### config.mk
export PLATFORM = sky130hd
export DESIGN_NAME = cb3mv_fifo
export DESIGN_NICKNAME = d
export VERILOG_FILES = /design/src/rtl/cb3mv_pkg.sv /design/src/rtl/cb3mv_fifo.sv
export SDC_FILE = /design/constraint.sdc
export NUM_CORES = 1
export LEC_CHECK = 0
export BUFFER_PORTS_ARGS = -buffer_cell sky130_fd_sc_hd__clkbuf_2
export CAP_MARGIN = 15
export CORE_ASPECT_RATIO = 1.4
export CORE_MARGIN = 8
export CORE_UTILIZATION = 64
export CTS_BUF_LIST = sky130_fd_sc_hd__clkbuf_2 sky130_fd_sc_hd__clkbuf_4 sky130_fd_sc_hd__clkbuf_8
export CTS_CLUSTER_DIAMETER = 30
export DETAILED_ROUTE_END_ITERATION = 7
export HOLD_SLACK_MARGIN = 0.12
export PLACE_DENSITY = 0.95
export SLEW_MARGIN = 20
export SYNTH_ARGS = -nofsm -noshare
export SYNTH_HDL_FRONTEND = slang
export SYNTH_SLANG_ARGS = --single-unit
### constraint.sdc
create_clock -name clk_i -period 4.8 [get_ports clk_i]
set_clock_uncertainty 0.05 [all_clocks]
set_input_delay 0.96 -clock clk_i [delete_from_list [all_inputs] [get_ports clk_i]]
set_output_delay 0.96 -clock clk_i [all_outputs]
set_load 0.01 [all_outputs]
### src/rtl/cb3mv_pkg.sv
package cb3mv_pkg;

  localparam int unsigned Lanes     = 8;
  localparam int unsigned NumLevels = 8;
  localparam int unsigned CodeW     = 3;
  localparam int unsigned GroupW    = Lanes * CodeW;
  localparam int unsigned LevelW    = 16;
  localparam int unsigned ActW      = 16;
  localparam int unsigned ProdW     = LevelW + ActW;
  localparam int unsigned GrpW      = 36;
  localparam int unsigned SumW      = 48;
  localparam int unsigned CfgIdxW   = 4;
  localparam int unsigned InDataW   = GroupW + Lanes * ActW;
  localparam int unsigned OutDataW  = SumW;

  localparam logic signed [SumW-1:0] SumMax = {1'b0, {(SumW-1){1'b1}}};
  localparam logic signed [SumW-1:0] SumMin = {1'b1, {(SumW-1){1'b0}}};

  typedef logic signed [LevelW-1:0] level_t;
  typedef logic signed [ProdW-1:0]  prod_t;

  // one group's partial sum on its way to the accumulator
  typedef struct packed {
    logic signed [GrpW-1:0] sum;
    logic                   last;
  } grp_t;

endpackage

### src/rtl/cb3mv_fifo.sv
module cb3mv_fifo #(
  parameter int unsigned Depth = 4
) (
  input  logic            clk_i,
  input  logic            rst_ni,
  input  logic            push_valid_i,
  output logic            push_ready_o,
  input  cb3mv_pkg::grp_t push_data_i,
  output logic            pop_valid_o,
  input  logic            pop_ready_i,
  output cb3mv_pkg::grp_t pop_data_o
);
  import cb3mv_pkg::*;

  localparam int unsigned PtrW = $clog2(Depth);
  localparam int unsigned CntW = $clog2(Depth + 1);

  grp_t            mem_q [Depth];
  logic [PtrW-1:0] wr_ptr_q, wr_ptr_d;
  logic [PtrW-1:0] rd_ptr_q, rd_ptr_d;
  logic [CntW-1:0] cnt_q, cnt_d;
  logic            push, pop;

  assign push_ready_o = (cnt_q != CntW'(Depth));
  assign pop_valid_o  = (cnt_q != '0);
  assign push         = push_valid_i && push_ready_o;
  assign pop          = pop_valid_o && pop_ready_i;
  assign pop_data_o   = mem_q[rd_ptr_q];

  always_comb begin
    wr_ptr_d = wr_ptr_q;
    rd_ptr_d = rd_ptr_q;
    cnt_d    = cnt_q;
    if (push) wr_ptr_d = (wr_ptr_q == PtrW'(Depth - 1)) ? '0 : wr_ptr_q + 1'b1;
    if (pop)  rd_ptr_d = (rd_ptr_q == PtrW'(Depth - 1)) ? '0 : rd_ptr_q + 1'b1;
    if (push && !pop) cnt_d = cnt_q + 1'b1;
    else if (pop && !push) cnt_d = cnt_q - 1'b1;
  end

  always_ff @(posedge clk_i or negedge rst_ni) begin
    if (!rst_ni) begin
      wr_ptr_q <= '0;
      rd_ptr_q <= '0;
      cnt_q    <= '0;
    end else begin
      wr_ptr_q <= wr_ptr_d;
      rd_ptr_q <= rd_ptr_d;
      cnt_q    <= cnt_d;
    end
  end

  always_ff @(posedge clk_i) begin
    if (push) mem_q[wr_ptr_q] <= push_data_i;
  end

`ifndef SYNTHESIS
  a_cnt_bound: assert property (@(posedge clk_i) disable iff (!rst_ni)
    cnt_q <= CntW'(Depth))
    else $error("queue count over depth");

  a_ptr_gap: assert property (@(posedge clk_i) disable iff (!rst_ni)
    (cnt_q == '0 || cnt_q == CntW'(Depth)) |-> (wr_ptr_q == rd_ptr_q))
    else $error("queue pointers disagree with count");
`endif

endmodule

Word level (Yosys, flattened, before mapping)
Memories as Yosys holds them, arrays and structs flattened.
Index checks and enable logic that the tools add are counted.
{"block": "classes", "n_addsub": 4, "multipliers": 0, "div_mod_pow": 0, "n_lt_le_gt_ge": 0, "eq_ne": 3, "shifts": 0, "mux": 6, "bitwise": 0, "n_reduce_logical": 8}
{"op": "$mux 3", "n": 2}
{"op": "$add 2x1->2 const B", "n": 2}
{"op": "$eq 2x2->1 const B", "n": 2}
{"op": "$logic_and 1x1->1", "n": 4}
{"op": "$mux 2", "n": 2}
{"op": "$add 3x1->3 const B", "n": 1}
{"op": "$ne 3x3->1 const B", "n": 1}
{"op": "$reduce_bool 3->1", "n": 1}
{"op": "$sub 3x1->3 const B", "n": 1}
{"op": "$logic_not 1->1", "n": 2}
{"op": "$mux 1", "n": 2}
{"op": "$reduce_bool 2->1", "n": 1}
{"block": "totals", "reg_bits": 7, "latch_bits": 0, "ram_bits": 148, "mem_bits_ro": 0, "out_inout_bits": 39, "wordCells": 25, "memories": 1}
{"memory": "mem_q", "depth": 4, "width": 37, "rd": 1, "rd_clocked_by_memory_dff": 0, "wr": 1, "line_no": "cb3mv_fifo.sv:18", "source": "grp_t mem_q [Depth];"}

Logic depth before layout (Yosys ltp)
Gate-level depths: netlist (run 1).
{"block": "depth", "depth_word": 6, "ltp_mapped": 8, "depth_no_buf": 8}

Worst setup path after synthesis (run 1)
Ideal clock, no wire load.
{"block": "synth_timing", "path_kind": "flip-flop to output port", "start": "reg rd_ptr_q[0]", "end": "out pop_data_o[10] (netlist bit)", "arrival_ns": 1.332, "t_required_ns": 3.790, "path_slack_ns": 2.458, "stages_incl_launch_ff": 4, "path_buffers": 2, "path_cell_list": "dfrtp_1 -> buf_4 -> buf_4 -> mux4_2"}
{"item": "from (decl)", "line_no": "cb3mv_fifo.sv:20", "source": "logic [PtrW-1:0] rd_ptr_q, rd_ptr_d;"}
{"item": "from (signal assigned)", "line_no": "cb3mv_fifo.sv:47", "source": "rd_ptr_q <= rd_ptr_d;"}
{"item": "to (decl)", "line_no": "cb3mv_fifo.sv:11", "source": "output cb3mv_pkg::grp_t pop_data_o"}

==> results.json, run 1 <==
{
  "outcome": "completed",
  "die_w_um": 96.2,
  "postCtsResizedCells": 0,
  "grt_pass1_wl_um": 14300,
  "rsz0062_at_grt": "false",
  "combPwrFrac_pct": 26.7,
  "synthAdderAreaFrac_pct": 1.65,
  "drtAntennaViolNets": 0,
  "syn-mean-instance-area_um2": 25.2,
  "fp-row-count": 41,
  "htree_num_levels": 4,
  "drtIter0Drc": 128,
  "rr_worst_depth": 8,
  "power.switching_mw": 1.14,
  "layout-drive-gt1-share_pct": 48.9,
  "synth.net_count": 277,
  "power.total_mw": 4.08,
  "dp.final_hpwl_um": 5980,
  "syn_inst": 229,
  "insertion_delay_ns": 0.42,
  "worst_slew_pin_slew_ns": 0.971,
  "finalSetupViolations": 0,
  "ctsHoldBuffers": 0,
  "synth_top_family_by_area": "multiplexers",
  "yosysWarnings": 0,
  "hold_violations": 0,
  "critical_path_arrival_ns": 2.47,
  "hold_class": "primary input to async pin",
  "wl_per_cell_um": 21.1,
  "synth-seq-area-share_pct": 80.1,
  "rrSetupSlack_ns": 2.51,
  "crit_fanout": 25,
  "synth_xor_area_share_pct": 0.456,
  "grt_max_degree": 40,
  "start_util_pct": 65.0,
  "synth_area_mm2": 0.00577,
  "gp_congestion": 0.714,
  "switching_share_pct": 27.9,
  "grt_pass1_vias": 2801,
  "r2r-start": "cnt_q[0]",
  "leakagePower_nw": 2.36,
  "ys_ff_latch": 155,
  "antenna_found_initial": 0,
  "peakVddDrop_mv": 0.647,
  "critPathLaunchType": "flop",
  "num_vias": 2506,
  "cts_max_path_buffers": 2,
  "drc": 0,
  "cap_violations": 0,
  "synth-compound-area-share_pct": 0,
  "cts_tree": "built",
  "synthSimpleGateAreaFrac_pct": 1.26,
  "postCtsSetupBuffers": 0,
  "dr.pass1.iters": 4,
  "numCtsBuffers": 17,
  "internal-power_mw": 2.94,
  "drt_wl_total_um": 9290,
  "r2r-end": "cnt_q[2]",
  "io-pin-count": 80,
  "final_common_cell": "edfxtp_1",
  "path_class": "flop to primary output",
  "cts.sink_count": 155,
  "antenna_cells": 0,
  "cp_slowest_cell": "dfrtp_2",
  "setup_tns_ns": 0,
  "power_density_mw_per_mm2": 610,
  "min_period_over_period_pct": 72.5,
  "synthMuxAreaShare_pct": 15.6,
  "fp.coreArea_mm2": 0.00887,
  "max_freq_mhz": 287,
  "dieArea_mm2": 0.0123,
  "layout_common_cells": "148 x edfxtp_1, 79 x clkbuf_2, 37 x mux4_2",
  "cts_root_buf": "clkbuf_8",
  "grt_usage_pct": 16.5,
  "maxSlewHeadroom_pct": 35.3,
  "area_growth_pct": 16.0,
  "cp.required_ns": 3.79,
  "viasPerCell": 5.70,
  "seqPwrFrac_pct": 48.9,
  "grt_remaining_overflow": 0,
  "path_cells": "buf_4, mux4_2, clkbuf_2",
  "cp-end-kind": "primary output",
  "die_h_um": 128,
  "numPortBuffers": 79,
  "clkSlewWorstSetupHoldPaths_ns": 0.07,
  "ys_types": 19,
  "period_minus_slack_ns": 3.48,
  "final_nets": 368,
  "cpPeakStageDelay_ns": 0.91,
  "finalMaxSlewViolations": 0,
  "p_clk_share_pct": 24.3
}
[per-layer routing]
layer  global-route usage (%)  part of all wire [%]  vias up
met4                     8.99                   1.7        0
met2                     28.2                    56       72
met5                        0                     0        -
li1                         -                     -     1153
met3                     5.57                   6.1        9
met1                     17.0                    36     1272
[synthesized netlist by cell type, drive strengths merged]
cell type,instances,area [µm²]
dfrtp,7,175
xnor2,1,8.76
and3,4,30.0
mux4,37,833
or3b,1,11.3
and2,1,8.76
fa,1,20.0
ha,6,75.1
nand2,1,3.75
edfxtp,148,4440
nor2,3,11.3
or3,1,7.51
inv,3,11.3
buf,7,40.0
xor2,2,17.5
clkbuf,1,3.75
mux2,5,63.8
[worst max path at each step]
| stage | from | to | cells past startpoint | slack [ns] |
|---|---|---|---|---|
| 6_report | rd_ptr_q[0] | pop_data_o[20] | 3 | 1.32 |
| 5_1_grt | rd_ptr_q[0] | pop_data_o[20] | 3 | 1.09 |
| 3_5_place_dp | rd_ptr_q[0] | pop_data_o[20] | 3 | 1.69 |
| 3_3_place_gp | rd_ptr_q[0] | pop_data_o[10] | 3 | 1.70 |
| 4_1_cts | rd_ptr_q[0] | pop_data_o[20] | 3 | 1.21 |
| 2_1_floorplan | rd_ptr_q[0] | pop_data_o[10] | 3 | 2.46 |
[power by group through the flow]
stage / clock (mW) / sequential, mW / combinational [mW]
CTS: 1.01 / 2.01 / 1.12
global placement: 0 / 2.01 / 1.09
detailed placement: 0 / 2.03 / 1.12
finish: 0.993 / 1.99 / 1.09
floorplan: 0 / 1.87 / 0.853
global route: 1.06 / 2.03 / 1.18
[critical path: cells and delay by family (launching register included)]
kind | cells | cell delay (ns)
buf+inv | 2 | 0.57
flops | 1 | 0.91
mux | 1 | 0.57
[flip-flops by register name, summed over array words and instances, names as in the netlist]
signal    count
mem_q       148
cnt_q         3
rd_ptr_q      2
wr_ptr_q      2
[cell type report]
class | instances | area [µm²]
Clock buffer | 25 | 307
Tap cell | 107 | 134
Multi-Input combinational cell | 63 | 1090
Sequential cell | 155 | 4620
Timing Repair Buffer | 80 | 403
Clock inverter | 7 | 118
Fill cell | 465 | 2190
Inverter | 3 | 11.3
[per-stage QoR]
stage	utilization, %	hold slack [ns]	setup slack [ns]	std cells	area, µm²
floorplan	-	0.397	2.46	229	5770
global placement	70.5	0.431	1.70	408	6260
detailed placement	70.5	0.425	1.69	408	6260
CTS	75.3	0.286	1.21	440	6690
global route	75.3	0.285	1.09	440	6690
finish	75.3	0.311	1.32	440	6690
[kinds of logic after synthesis]
logic type,after synthesis
xor gates and xnor gates,3
buffers and inverters,11
muxes,42
adders and majority gates,7
and+or+nand+nor,11
DFF,155
(Power assumes the default switching activity.)
==> run 2: changes to the inputs <==
--- a/config.mk
+++ b/config.mk
@@ -5,16 +5,17 @@
 export SDC_FILE = /design/constraint.sdc
 export NUM_CORES = 1
 export LEC_CHECK = 0
+export ABC_AREA = 1
 export BUFFER_PORTS_ARGS = -buffer_cell sky130_fd_sc_hd__clkbuf_2
 export CAP_MARGIN = 15
 export CORE_ASPECT_RATIO = 1.4
 export CORE_MARGIN = 8
-export CORE_UTILIZATION = 64
+export CORE_UTILIZATION = 60
 export CTS_BUF_LIST = sky130_fd_sc_hd__clkbuf_2 sky130_fd_sc_hd__clkbuf_4 sky130_fd_sc_hd__clkbuf_8
 export CTS_CLUSTER_DIAMETER = 30
 export DETAILED_ROUTE_END_ITERATION = 7
 export HOLD_SLACK_MARGIN = 0.12
-export PLACE_DENSITY = 0.95
+export PLACE_DENSITY = 0.94
 export SLEW_MARGIN = 20
 export SYNTH_ARGS = -nofsm -noshare
 export SYNTH_HDL_FRONTEND = slang
==> constraint.sdc (replaced) <==
create_clock -name clk_i -period 3.5 [get_ports clk_i]
set_clock_uncertainty 0.05 [all_clocks]
set_input_delay 0.7 -clock clk_i [delete_from_list [all_inputs] [get_ports clk_i]]
set_output_delay 0.7 -clock clk_i [all_outputs]
set_load 0.01 [all_outputs]
==> run 2 against run 1 <==
Net effect:
- sequential share of layout area fell by 5.7 points
- worst hold slack improved by 0.11 ns
- clock power rose by 32%
- synthesized area rose by 11%
- synthesized cell count rose by 110%
- critical path type unchanged
==> results.json, run 2 <==
{
  "power_density_mw_per_mm2": 823,
  "critPathBufInv": 2,
  "cp_slowest_cell": "dfrtp_4",
  "cts_tree": "built",
  "maxSlewHeadroom_pct": 48.1,
  "path_cells": "buf_12, nand2_1, o211ai_1, nand2_1, clkbuf_2",
  "gp_congestion": 0.757,
  "multi_input_area_mm2": 0.00127,
  "io-pin-count": 80,
  "ys_ff_latch": 155,
  "fin_area_mm2": 0.00728,
  "fp.coreArea_mm2": 0.0103,
  "fin_hold_ws_ns": 0.425,
  "dr.pass1.iters": 5,
  "finalMaxSlewViolations": 0,
  "drtAntennaViolNets": 0,
  "rsz0062_at_grt": "false",
  "startpoint": "rd_ptr_q[0]",
  "ys_async_sr_fraction_pct": 4.52,
  "max_freq_mhz": 353,
  "regArea_mm2": 0.00462,
  "grt_pass1_vias": 4032,
  "synth-seq-area-share_pct": 72.4,
  "worst_slew_pin_slew_ns": 0.778,
  "synth_top_cell_by_area": "edfxtp_1",
  "numCtsBuffers": 17,
  "synth-edff-count": 148,
  "synth_flop_cell": "edfxtp_1",
  "dp.final_hpwl_um": 7790,
  "antenna_found_initial": 1,
  "min_period_over_period_pct": 81.0,
  "fp-row-count": 44,
  "drtIter0Drc": 262,
  "critical_path_arrival_ns": 2.09,
  "num_vias": 3906,
  "syn_inst": 490,
  "final_nets": 620,
  "final_common_cell": "edfxtp_1",
  "insertion_delay_ns": 0.44,
  "start_util_pct": 61.7,
  "rr_worst_depth": 5,
  "synthTopCellsByArea": "edfxtp_1 70%, o211ai_1 7.9%, nand2_1 7.4%",
  "path_class": "flop to primary output",
  "yosysWarnings": 0,
  "numPortBuffers": 79,
  "top_regs": "mem_q x148, cnt_q x3",
  "hold_violations": 0,
  "layout-drive-gt1-share_pct": 22.1,
  "critPathTopFamily": "flip-flops",
  "synth_commonest_cells": "148 x edfxtp_1, 126 x nand2_1, 87 x inv_1, 67 x o211ai_1, 12 x buf_6",
  "antenna_cells": 0,
  "num-fill-cells": 673,
  "grt_pass1_wl_um": 19300,
  "peakVddDrop_mv": 0.659,
  "cp.required_ns": 2.75,
  "r2r-start": "cnt_q[0]",
  "cp-end-kind": "primary output",
  "rrSetupSlack_ns": 1.27,
  "outcome": "completed",
  "setup_tns_ns": 0,
  "cts_root_buf": "clkbuf_8",
  "r2r-end": "mem_q[2][15]",
  "area_growth_pct": 14.1,
  "viasPerCell": 5.40,
  "drc": 0,
  "postCtsResizedCells": 0,
  "period_minus_slack_ns": 2.84,
  "regMostFlops": "mem_q",
  "grt_usage_pct": 18.1,
  "ys_types": 18,
  "cpPeakStageDelay_ns": 0.81,
  "power.total_mw": 5.99,
  "synth_area_mm2": 0.00638,
  "cp.depth": 5,
  "layout_common_cells": "148 x edfxtp_1, 126 x nand2_1, 87 x inv_1",
  "hold_class": "primary input to flop",
  "die_h_um": 138,
  "cap_violations": 0,
  "crit_top_cell": "nand2_1",
  "grt_remaining_overflow": 0,
  "htree_num_levels": 4,
  "critPathLaunchType": "flop",
  "crit_path_end": "pop_data_o[32]",
  "cts_max_path_buffers": 2,
  "yosysTopAreaCellShare_pct": 69.6,
  "grt_max_degree": 64,
  "wl_per_cell_um": 17.0,
  "synth.most_common_cell": "edfxtp_1",
  "dieArea_mm2": 0.0142,
  "drt_wl_total_um": 12300,
  "syn-mean-instance-area_um2": 13.0,
  "finalSetupViolations": 0,
  "die_w_um": 103,
  "largest_reg_flops": 148,
  "clkSlewWorstSetupHoldPaths_ns": 0.08,
  "crit_fanout": 63,
  "leakagePower_nw": 2.97,
  "synth.net_count": 538,
  "place_area_mm2": 0.00688,
  "cts.sink_count": 155
}
run 2: cell count changes after synthesis, sizes merged, moves of 5 or more:
cell and change:
buf +16, inv +85, mux2 -5, mux4 -37
nand2 +125, nand3 +7, o211ai +74
run 2: report_power, final:
| part | internal (mW) | total [mW] | leakage (nW) | switching [mW] |
|---|---|---|---|---|
| combinational | 0.713 | 2.04 | 1.33 | 1.32 |
| sequential | 2.44 | 2.65 | 1.44 | 0.205 |
| clock | 0.700 | 1.31 | 0.196 | 0.606 |
run 2: repair_timing:
action,CTS,global route
hold buffers,1,0
setup buffers,0,0
hold endpoints to repair,7,0
run 2: per-stage QoR:
step                utilization (%)  instances  setup slack [ns]
global placement               66.5        690              1.20
global route                   70.4        723             0.499
floorplan                         -        490             0.607
finish                         70.4        723             0.665
detailed placement             66.5        690              1.14
CTS                            70.4        723             0.652
run 2: kinds of logic (layout without fill, tap and decap cells):
kind of cell | Yosys count | count (layout) | share of synthesized area, %
AO/OA/AOI/OAI | 75 | 75 | 9.33
XOR/XNOR | 1 | 1 | 0.137
adder cells (fa/ha/maj) | 7 | 7 | 1.49
buffers and inverters | 112 | 207 | 8.25
flip-flops | 155 | 155 | 72.4
AND/OR/NAND/NOR | 140 | 140 | 8.41
run 2: final cells by class:
cell class              instances  share of cell area [%]
clock buffers                  18                    3.32
clock inverters                14                    2.11
inverters                      88                    4.54
multi-input cells             223                    17.4
flip-flops and latches        155                    63.5
well taps                     138                    2.37
repair buffers                 87                    6.80
run 2: routing by layer:
metal  up-vias  track usage [%]  wire length (µm)
met5         -                0                13
met4         2             10.2               290
met3        27             4.62               816
met2       146             32.2              6810
met1      1878             18.3              4320
li1       1853                -                 -
run 2: how the worst min path moves through the flow:
stage                     cells after the start       startpoint  slack (ns)      endpoint
final                                         1  push_data_i[13]        0.43  mem_q[3][13]
after global placement                        2         cnt_q[2]        0.43      cnt_q[2]
after global routing                          1  push_data_i[13]        0.42  mem_q[3][13]
after CTS                                     1   push_data_i[6]        0.41   mem_q[0][6]
after floorplan                               0           rst_ni        0.35      cnt_q[0]
after detailed placement                      2         cnt_q[2]        0.45      cnt_q[2]
run 2: worst reg2reg max path: stages (launching register included):
cell and delay [ns]:
dfrtp_1 0.41, inv_1 0.09, nand3_1 0.18, nand2_1 0.31
nor2_4 0.62, buf_12 0.26
