$ cat src/rtl/cb3mv_pkg.sv
package cb3mv_pkg;

  localparam int unsigned Lanes     = 8;
  localparam int unsigned NumLevels = 8;
  localparam int unsigned CodeW     = 3;
  localparam int unsigned GroupW    = Lanes * CodeW;
  localparam int unsigned LevelW    = 16;
  localparam int unsigned ActW      = 16;
  localparam int unsigned ProdW     = LevelW + ActW;
  localparam int unsigned GrpW      = 36;
  localparam int unsigned SumW      = 48;
  localparam int unsigned CfgIdxW   = 4;
  localparam int unsigned InDataW   = GroupW + Lanes * ActW;
  localparam int unsigned OutDataW  = SumW;

  localparam logic signed [SumW-1:0] SumMax = {1'b0, {(SumW-1){1'b1}}};
  localparam logic signed [SumW-1:0] SumMin = {1'b1, {(SumW-1){1'b0}}};

  typedef logic signed [LevelW-1:0] level_t;
  typedef logic signed [ProdW-1:0]  prod_t;

  // one group's partial sum on its way to the accumulator
  typedef struct packed {
    logic signed [GrpW-1:0] sum;
    logic                   last;
  } grp_t;

endpackage

$ cat src/rtl/cb3mv_back.sv
module cb3mv_back (
  input  logic                            clk_i,
  input  logic                            rst_ni,
  input  logic                            grp_valid_i,
  output logic                            grp_ready_o,
  input  cb3mv_pkg::grp_t                 grp_i,
  output logic                            m_axis_tvalid,
  input  logic                            m_axis_tready,
  output logic [cb3mv_pkg::OutDataW-1:0]  m_axis_tdata
);
  import cb3mv_pkg::*;

  logic signed [SumW-1:0] acc_q, acc_d;
  logic signed [SumW:0]   raw;
  logic signed [SumW-1:0] sat;
  logic                   out_v_q, out_v_d;
  logic [SumW-1:0]        out_q;
  logic                   out_free, pop;

  assign out_free    = !out_v_q || m_axis_tready;
  assign pop         = grp_valid_i && (!grp_i.last || out_free);
  assign grp_ready_o = !grp_i.last || out_free;

  always_comb begin
    raw = (SumW+1)'(acc_q) + (SumW+1)'(grp_i.sum);
    if (raw[SumW] != raw[SumW-1]) sat = raw[SumW] ? SumMin : SumMax;
    else sat = raw[SumW-1:0];
  end

  always_comb begin
    acc_d   = acc_q;
    out_v_d = out_v_q;
    if (m_axis_tready) out_v_d = 1'b0;
    if (pop) begin
      acc_d = grp_i.last ? '0 : sat;
      if (grp_i.last) out_v_d = 1'b1;
    end
  end

  always_ff @(posedge clk_i or negedge rst_ni) begin
    if (!rst_ni) begin
      acc_q   <= '0;
      out_v_q <= 1'b0;
    end else begin
      acc_q   <= acc_d;
      out_v_q <= out_v_d;
    end
  end

  always_ff @(posedge clk_i) begin
    if (pop && grp_i.last) out_q <= sat;
  end

  assign m_axis_tvalid = out_v_q;
  assign m_axis_tdata  = out_q;

`ifndef SYNTHESIS
  a_row_clear: assert property (@(posedge clk_i) disable iff (!rst_ni)
    (pop && grp_i.last) |=> (acc_q == '0))
    else $error("accumulator not cleared after row end");

  a_no_overwrite: assert property (@(posedge clk_i) disable iff (!rst_ni)
    (out_v_q && !m_axis_tready) |-> !(pop && grp_i.last))
    else $error("row sum loaded over a pending word");
`endif

endmodule

$ cat config.mk
export PLATFORM = sky130hd
export DESIGN_NAME = cb3mv_back
export DESIGN_NICKNAME = d
export VERILOG_FILES = /design/src/rtl/cb3mv_pkg.sv /design/src/rtl/cb3mv_back.sv
export SDC_FILE = /design/constraint.sdc
export NUM_CORES = 1
export LEC_CHECK = 0
export ABC_AREA = 1
export BUFFER_PORTS_ARGS = -buffer_cell sky130_fd_sc_hd__buf_4
export CORE_UTILIZATION = 40
export DETAILED_ROUTE_END_ITERATION = 12
export GPL_ROUTABILITY_DRIVEN = 0
export GPL_TIMING_DRIVEN = 0
export HOLD_SLACK_MARGIN = 0.03
export SETUP_SLACK_MARGIN = 0.2
export SYNTH_ARGS = -nofsm -noshare
export SYNTH_HDL_FRONTEND = slang
export SYNTH_SLANG_ARGS = --single-unit
$ cat constraint.sdc
create_clock -name clk_i -period 3.7 [get_ports clk_i]
set_input_delay 0.37 -clock clk_i [delete_from_list [all_inputs] [get_ports clk_i]]
set_output_delay 0.37 -clock clk_i [all_outputs]
set_load 0.005 [all_outputs]
Yosys cells after proc, flatten, opt, wreduce, memory -nomap -nowiden:

Cells that the tools add are included.

* input port bits: 41
* register bits after elaboration: 97

* $add $sub $neg: 1
* reduce and logical (&&, ||, !) cells: 6
* mux-type cells: 6
* eq/ne operators: 1

Operator list (count)
* $mux W48: 3
* $add A48 B36 Y49: 1
* $mux W1: 3
* $logic_and A1 B1 Y1: 2
* $logic_not A1 Y1: 2
* $logic_or A1 B1 Y1: 2
* $ne A1 B1 Y1: 1

Logic depth before layout (Yosys ltp):

Gate-level depths: netlist of run 1.

* depth after elaboration: 5
* gate-level depth with buffers: 20
* mapped depth without buffers: 19

Least setup slack after synthesis of run 1:

No wires, ideal clock.

* kind: input-to-reg
* start: in grp_i[1] in the netlist's numbering
* end: reg out_q[38], in the netlist m_axis_tdata[38], data pin
* stages: 17
* library setup time: 0.258 ns
* arrival time: 2.326 ns
* path buffers: 2
* setup slack: 1.116 ns
* cells stage by stage: ha_1 > inv_1 > fa_1 > inv_1 > nand3_1 > nand2_1 > nand2_1 > nand2_1 > nand2_1 > nand2_2 > nand2_2 > nand4_1 > nand2_4 > nand2_2 > buf_6 > buf_12 > nand2_4

* longest elaborated chain between the ends: 3
* elaborated cells on any way between the ends: 4

RTL lines
* from (decl): RTL line cb3mv_back.sv:6 `input cb3mv_pkg::grp_t grp_i,`
* $add A48 B36 Y49 *: RTL line cb3mv_back.sv:25 `raw = (SumW+1)'(acc_q) + (SumW+1)'(grp_i.sum);`
* $mux W48 or $ne A1 B1 Y1 (tied branches): RTL line cb3mv_back.sv:26 `if (raw[SumW] != raw[SumW-1]) sat = raw[SumW] ? SumMin : SumMax;`
* $mux W48 *: RTL line cb3mv_back.sv:26
* net sat[38]: RTL line cb3mv_back.sv:15 `logic signed [SumW-1:0] sat;`
* to (signal assigned): RTL line cb3mv_back.sv:51 `if (pop && grp_i.last) out_q <= sat;`
* to (decl): RTL line cb3mv_back.sv:17 `logic [SumW-1:0] out_q;`

Mark *: on every way through the listed nets, which the timed path passes. The rest lies on a longest branch.
A chain may end at the register's enable or synchronous reset.

Final worst setup path of run 1:

* start: reg acc_q[0]
* end: reg out_q[33], in the netlist m_axis_tdata[33], data pin

* longest elaborated chain between the ends: 3
* elaborated cells on any way between the ends: 4

RTL lines
* from (decl): RTL line cb3mv_back.sv:13 `logic signed [SumW-1:0] acc_q, acc_d;`
* from (signal assigned): RTL line cb3mv_back.sv:42 `acc_q <= '0;`
* from (signal assigned): RTL line cb3mv_back.sv:45 `acc_q <= acc_d;`
* $add A48 B36 Y49 *: RTL line cb3mv_back.sv:25
* $mux W48 or $ne A1 B1 Y1 (tied branches): RTL line cb3mv_back.sv:26
* $mux W48 *: RTL line cb3mv_back.sv:26
* net sat[33]: RTL line cb3mv_back.sv:15

Marked as above.

==> Flow_metrics.wiki, run 1 <==
{| class="wikitable"
! Metric !! Value
|-
| Count of cell types in the netlist || 37
|-
| Clock Root Buffer || clkbuf_16
|-
| Die area || 20300 sq um
|-
| Buffers inserted by post-CTS timing repair || 0
|-
| CTS Buffer Depth || 2
|-
| Number of design-rule violations left by the first detailed-router iteration || 483
|-
| Quantity of I/O buffers inserted on ports || 90
|-
| Number of search-and-repair iterations in the first detailed-routing pass || 5
|-
| Wire length reported by the detailed router || 22.3 mm
|-
| Routed length per placed instance || 14.9 um
|-
| Multi-input gate area in the final layout || 4520 sq um
|-
| Final cell utilization of the core || 0.480
|-
| Worst setup SP type || flip-flop
|-
| Filler cells || 2030
|-
| Total CTS buffers || 9
|-
| Clock Skews || 0.0117 ns
|-
| Clock Latency Late Sink || 0.37 ns
|-
| Switching Power || 0.00393 W
|-
| Total Neg Setup Slack || 0 ns
|-
| Flop and latch count out of synthesis || 97
|-
| Via count of the first global-routing pass || 6933
|-
| Internal portion of total power || 0.00433 W
|-
| Clk pin slew, worst setup/hold paths || 0.07 ns
|-
| Residual DRC count || 0
|-
| Diodes inserted || 0
|-
| Syn Std Cell Area || 7900 sq um
|-
| Overall track demand over capacity in global routing || 0.231
|-
| Maximum number of pins on one net before global-route repair || 50
|-
| Io pins || 91
|-
| Final critical delay including setup and external delays || 3.36 ns
|-
| Register area || 2670 sq um
|-
| Final antenna-violating net count || 0
|-
| Area overhead of the layout relative to synthesis || 17.8%
|-
| Die H || 143 um
|-
| Horizontal extent of the die || 143 um
|-
| Total nets after synthesis || 1216
|-
| Number of H-tree levels || 3
|-
| Warnings from Yosys || 0
|-
| CTS tree || built
|-
| Antenna violations before repair || 0
|-
| Static leakage || 4.96 nW
|-
| Max-slew violation count || 0
|-
| Total via count after detailed routing || 7294
|-
| Final cell count without fillers || 1498
|-
| Tcrit/Tclk final || 0.908
|-
| Post-synthesis sequential area ratio || 0.338
|-
| Min Hold Slack || 0.0432 ns
|-
| Initial Util || 0.407
|-
| Sequential group share of total power || 0.233
|-
| Class of the most critical hold timing path || input port to async pin
|-
| Wire length of the first global-routing pass || 35.5 mm
|-
| Number of placed instances with taps included || 1482
|-
| Total number of clock tree sinks || 97
|-
| Number of endpoints failing setup at the final stage || 0
|-
| Fmax || 298 MHz
|-
| Half-perimeter wire length of the detailed placement result || 18.3 mm
|-
| CP Class || flip-flop to flip-flop
|-
| Core box area || 19400 sq um
|-
| Data arrival at the endpoint of the critical path || 3.43 ns
|-
| Setup repair after global routing missed its margin || false
|-
| PD cells || 888 nW/um^2
|-
| Comb power frac || 0.624
|-
| Required time of the critical path || 3.77 ns
|-
| Overall overflow remaining after global route || 0
|-
| Number of synthesized flops with an enable pin || 48
|-
| Max-cap violation count || 0
|-
| Number of nets in the finished design || 1318
|-
| Mean cell area of the mapped netlist || 7.01 sq um
|-
| Average via count per standard cell || 4.87
|-
| Sort of element at the end of the critical path || flip-flop
|-
| Cell count after synthesis || 1126
|-
| Worst IR Drop VDD || 0.318 mV
|-
| Pin slew with the least headroom to its limit || 0.684 ns
|-
| Async set or reset register ratio after synthesis || 0.505
|-
| Max_slew headroom || 0.539
|-
| Run status || finished clean
|-
| Hold violation count in the final report || 0
|-
| Clock network fraction of design power || 0.144
|-
| Leading register cell type out of synthesis || dfrtp_1
|-
| FP Rows || 51
|-
| Peak fanout along the critical path || 7
|-
| Net Sw Frac || 0.476
|-
| Layout cells sized above 1 || 0.160
|}
layer usage:
metal,GRT usage,part of all wire,up-vias
li1,-,-,3752
met1,0.316,0.48,3309
met2,0.373,0.44,196
met3,0.0259,0.050,37
met4,0.0860,0.025,0
met5,0,0,-
cell type report:
class,count,area share
Multi-Input combinational cell,861,0.486
Sequential cell,97,0.287
Timing Repair Buffer,91,0.0748
Inverter,149,0.0601
Tap cell,265,0.0356
Clock buffer,10,0.0257
Buffer,19,0.0167
Clock inverter,6,0.0148
worst paths after layout:
kind | from | endpoint | slack [ns] | cells past startpoint
min in group clk_i | m_axis_tready | m_axis_tvalid$_DFF_PN0_ | 0.19 | 2
max in group asynchronous | rst_ni | acc_q[12]$_DFFE_PN0P_ | 3.20 | 1
max reg2reg | acc_q[0]$_DFFE_PN0P_ | m_axis_tdata[33]$_DFFE_PP_ | 0.34 | 16
max | acc_q[0]$_DFFE_PN0P_ | m_axis_tdata[33]$_DFFE_PP_ | 0.34 | 16
min | rst_ni | m_axis_tvalid$_DFF_PN0_ | 0.04 | 1
min reg2reg | acc_q[13]$_DFFE_PN0P_ | acc_q[13]$_DFFE_PN0P_ | 0.49 | 2
critical path, stage by stage (launching register included):
cell     delay (ns)
dfrtp_1        0.35
ha_1           0.22
inv_1          0.08
fa_1           0.39
inv_1          0.17
nand3_1        0.13
nand2_1        0.21
nand2_1        0.08
nand2_1        0.21
nand2_1        0.10
nand2_2        0.16
nand2_2        0.09
nand3_2        0.10
nand2_2        0.06
nand2_4        0.10
nor2_4         0.07
o21ai_0        0.55
state kept, by name (all words and copies together), names as in the netlist:
signal / cells
acc_q: 48
m_axis_tdata: 48
m_axis_tvalid: 1
cell families (layout without fill, tap and decap cells):
kind of cell             Yosys count  count (layout)  synth area share
AO/OA/AOI/OAI                    117             117            0.0854
XOR/XNOR                          32              32            0.0355
adder cells (fa/ha/maj)           49              49            0.0786
buffers and inverters            168             275            0.0902
flip-flops                        97              97             0.338
AND/OR/NAND/NOR                  663             663             0.373
timing repair:
action / in CTS / in global routing
hold buffers: 0 / 0
setup endpoints to repair: 0 / 20
hold endpoints to repair: 0 / 0
gates resized for setup: 0 / 2
power by group through the flow:
stage	sequential [W]	combinational [W]	clock [W]
6_report	0.00192	0.00515	0.00119
5_1_grt	0.00197	0.00575	0.00124
4_1_cts	0.00192	0.00514	0.00120
3_5_place_dp	0.00193	0.00510	0
3_3_place_gp	0.00194	0.00507	0
2_1_floorplan	0.00192	0.00370	0
synthesized netlist by cell type (all sizes together), types with 2 or more instances:
cell,n,area share
nor2,89,0.047
clkbuf,6,0.0033
nand4,20,0.016
nand3,36,0.023
xnor2,10,0.011
a21oi,61,0.039
ha,48,0.076
buf,13,0.016
nand2,501,0.27
nor4,2,0.0016
inv,149,0.071
edfxtp,48,0.18
nand3b,2,0.0019
nor3,12,0.0089
dfrtp,49,0.16
o21ai,37,0.028
xor2,22,0.024
o21bai,15,0.014
cells in the final DEF, fill, tap and decap left out, types with 2 or more instances in the layout:
master,count
nand4_1,20
nor3_1,10
nor3_2,2
clkbuf_16,9
nor4_1,2
bufinv_16,4
nand3_1,35
buf_4,95
edfxtp_1,48
inv_1,144
o21ai_0,27
a21oi_1,60
o21bai_1,15
buf_12,4
nor2_2,9
ha_1,48
buf_2,4
dfrtp_1,49
o21ai_2,10
nand2_2,14
clkbuf_1,5
xnor2_1,10
nand2_1,455
nor2_4,2
nand3b_1,2
inv_2,5
nor2_1,78
nand2_4,32
xor2_1,22
stage by stage:
| step | setup slack (ns) | total power (W) | area, sq um |
|---|---|---|---|
| CTS | 0.414 | 0.00827 | 9300 |
| detailed placement | 0.314 | 0.00703 | 8920 |
| floorplan | 1.12 | 0.00562 | 7900 |
| global route | 0.209 | 0.00896 | 9300 |
| global placement | 0.322 | 0.00701 | 8900 |
| finish | 0.341 | 0.00826 | 9300 |
Power figures use the tool's default switching activity.
==> inputs of run 2 (changes only) <==
--- a/config.mk
+++ b/config.mk
@@ -6,7 +6,7 @@
 export NUM_CORES = 1
 export LEC_CHECK = 0
 export ABC_AREA = 1
-export BUFFER_PORTS_ARGS = -buffer_cell sky130_fd_sc_hd__buf_4
+export BUFFER_PORTS_ARGS = -buffer_cell sky130_fd_sc_hd__buf_2
 export CORE_UTILIZATION = 40
 export DETAILED_ROUTE_END_ITERATION = 12
 export GPL_ROUTABILITY_DRIVEN = 0
==> run 2 against run 1 <==
  * Total power fell by 3.5%
  * Wire length fell by 0.20%
  * Non-clock buffer count did not move
  * Global-route usage rose by 0.16 points
  * Via count barely moved
  * Clock skew rose by 0.00077 ns
==> Flow_metrics.wiki, run 2 (same netlist as run 1, synthesis figures left out) <==
{| class="wikitable"
! Metric !! Value
|-
| Worst hold path endpoint || m_axis_tvalid$_DFF_PN0_
|-
| Number of search-and-repair iterations in the first detailed-routing pass || 6 (+1)
|-
| Worst setup SP type || flip-flop
|-
| Data arrival at the endpoint of the critical path || 3.44 ns (about the same)
|-
| Minimum setup slack in the final design || 0.376 ns (+0.0353 ns)
|-
| Internal portion of total power || 0.00402 W (-7.1%)
|-
| Via count of the first global-routing pass || 7133 (+2.9%)
|-
| Clock Latency Late Sink || 0.37 ns (about the same)
|-
| Source of the worst hold timing path || m_axis_tready
|-
| Die area || 20300 sq um (unchanged)
|-
| Layout cells sized above 1 || 0.160 (unchanged)
|-
| Final critical delay including setup and external delays || 3.32 ns (-0.0353 ns)
|-
| Startpoint of the lowest-slack register-to-register path || acc_q[0]$_DFFE_PN0P_
|-
| Io pins || 91 (unchanged)
|-
| Setup repair after global routing missed its margin || false
|-
| Peak fanout along the critical path || 10 (+3)
|-
| Sort of element at the end of the critical path || flip-flop
|-
| Cell area after layout || 9010 sq um (-3.1%)
|-
| Number of nets in the finished design || 1318 (unchanged)
|-
| Pin slew with the least headroom to its limit || 1.19 ns (+0.509 ns)
|-
| Instance area at placement || 8700 sq um (-2.5%)
|-
| Number of H-tree levels || 3 (unchanged)
|-
| Number of design-rule violations left by the first detailed-router iteration || 489 (+1.2%)
|-
| Maximum number of pins on one net before global-route repair || 50 (unchanged)
|-
| Number of buffers inserted by hold repair at cts || 0 (unchanged)
|-
| Clk pin slew, worst setup/hold paths || 0.07 ns (about the same)
|-
| Total CTS buffers || 9 (unchanged)
|-
| Net Sw Frac || 0.496 (+0.0199)
|-
| Overall track demand over capacity in global routing || 0.232 (+0.00160)
|-
| Worst flop-to-flop path endpoint || m_axis_tdata[29]$_DFFE_PP_
|-
| Horizontal extent of the die || 143 um (unchanged)
|-
| CTS Buffer Depth || 2 (unchanged)
|-
| Max-slew violation count || 0 (unchanged)
|-
| PD cells || 885 nW/um^2 (-0.33%)
|-
| CTS tree || built
|-
| Number of placed instances with taps included || 1482 (unchanged)
|-
| Final cell utilization of the core || 0.465 (-0.0150)
|-
| Core box area || 19400 sq um (unchanged)
|-
| CP Class || flip-flop to flip-flop
|-
| Max-cap violation count || 0 (unchanged)
|-
| Clock Skews || 0.0125 ns (+0.000772 ns)
|-
| Switching Power || 0.00395 W (+0.59%)
|-
| Wire length of the first global-routing pass || 35.9 mm (+1.0%)
|-
| Static leakage || 4.85 nW (-2.2%)
|-
| FP Rows || 51 (unchanged)
|-
| Setup slack of the worst register-to-register path || 0.38 ns (+0.04 ns)
|-
| Half-perimeter wire length of the detailed placement result || 18.2 mm (-0.37%)
|-
| Fmax || 301 MHz (+1.1%)
|-
| Residual DRC count || 0 (unchanged)
|-
| Sequential group share of total power || 0.240 (+0.007)
|-
| Final cell count without fillers || 1498 (unchanged)
|-
| Comb power frac || 0.634 (+0.010)
|-
| Initial Util || 0.407 (unchanged)
|-
| Hold violation count in the final report || 0 (unchanged)
|-
| Clock Root Buffer || clkbuf_16
|-
| Tcrit/Tclk final || 0.898 (-0.00953)
|-
| Wire length reported by the detailed router || 22.2 mm (-0.20%)
|-
| Class of the most critical hold timing path || input port to flip-flop
|-
| Overall overflow remaining after global route || 0 (unchanged)
|-
| Total Neg Setup Slack || 0 ns (unchanged)
|-
| Die H || 143 um (unchanged)
|-
| Final antenna-violating net count || 0 (unchanged)
|-
| Clock network fraction of design power || 0.126 (-0.018)
|-
| Diodes inserted || 0 (unchanged)
|-
| Total via count after detailed routing || 7296 (+0.027%)
|-
| Area overhead of the layout relative to synthesis || 14.1%
|-
| Placement Setup Slack || 0.215 ns (-0.0989 ns)
|-
| Commonest non-fill, non-tap cells in the layout || nand2_1 (455), inv_1 (144), buf_2 (94), nor2_1 (78), a21oi_1 (60)
|-
| Average via count per standard cell || 4.87 (about the same)
|-
| Hold Path Stages || 2
|-
| Most frequent standard cell in the layout excluding fill and tap cells || nand2_1
|-
| Antenna violations before repair || 0 (unchanged)
|-
| Total number of clock tree sinks || 97 (unchanged)
|-
| Max_slew headroom || 0.205 (-0.334)
|-
| Quantity of I/O buffers inserted on ports || 90 (unchanged)
|-
| Number of endpoints failing setup at the final stage || 0 (unchanged)
|-
| Run status || finished clean
|-
| Worst IR Drop VDD || 0.293 mV (-7.9%)
|-
| Worst reg-to-reg path cell count || 18 (+2)
|-
| Routed length per placed instance || 14.8 um (-0.20%)
|-
| Required time of the critical path || 3.82 ns (+0.05 ns)
|}
[run 2: cell count changes in the layout (fill, tap and decap cells not counted), sizes merged]
cell,change
clkbuf,-1
bufinv,-3
inv,+3
clkinv,+1
[run 2: layout make-up]
class | instances | area (sq um)
timing repair buffer | 91 | 470
clock buffer | 9 | 225
tap | 265 | 332
buffer | 19 | 155
multi-input combinational | 861 | 4520
sequential | 97 | 2670
clock inverter | 7 | 85.1
fill | 2109 | 10400
inverter | 149 | 559
[run 2: metrics by stage]
stage	hold WS, ns	power (W)
floorplan	0.0744	0.00562
global route	0.206	0.00866
finish	0.190	0.00797
detailed placement	0.470	0.00693
CTS	0.183	0.00798
global placement	0.466	0.00690
[run 2: how the worst max path moves through the flow]
stage                               startpoint                    endpoint  slack (ns)  cells past startpoint
after global routing      acc_q[0]$_DFFE_PN0P_        acc_q[0]$_DFFE_PN0P_        0.23                     20
final                     acc_q[0]$_DFFE_PN0P_  m_axis_tdata[29]$_DFFE_PP_        0.38                     18
after detailed placement              grp_i[1]  m_axis_tdata[33]$_DFFE_PP_        0.22                     17
after CTS                 acc_q[0]$_DFFE_PN0P_  m_axis_tdata[33]$_DFFE_PP_        0.32                     16
after global placement                grp_i[1]  m_axis_tdata[33]$_DFFE_PP_        0.26                     17
after floorplan                       grp_i[1]  m_axis_tdata[38]$_DFFE_PP_        1.12                     17
[run 2: power groups by stage]
stage / logic [W] / registers, W / clock network [W]
3_5_place_dp: 0.00500 / 0.00192 / 0
6_report: 0.00506 / 0.00192 / 0.00100
5_1_grt: 0.00564 / 0.00196 / 0.00105
3_3_place_gp: 0.00497 / 0.00193 / 0
2_1_floorplan: 0.00370 / 0.00192 / 0
4_1_cts: 0.00504 / 0.00192 / 0.00102
[run 2: worst max-delay path, stage by stage, from the launching register on]
cell,delay [ns]
dfrtp_1,0.35
ha_1,0.22
inv_1,0.08
fa_1,0.41
inv_1,0.19
nand3_1,0.12
nand2_1,0.19
nand2_1,0.07
nand2_1,0.21
nand2_1,0.10
nand2_2,0.16
nand2_2,0.09
nand3_2,0.10
nand2_1,0.06
nand2_2,0.09
nand2_1,0.17
buf_4,0.26
nand2_1,0.13
nand2_4,0.05
[run 2: what timing repair did]
item | 4_1_cts | 5_1_grt
endpoints found under the setup margin | 0 | 21
gates resized for setup | 0 | 3
setup buffers | 0 | 0
[run 2: routing by layer]
metal	track usage	routed length, um	vias to the layer above
li1	-	-	3759
met1	0.310	10500	3285
met2	0.377	9810	208
met3	0.0273	1170	44
met4	0.103	736	0
met5	0	0	-
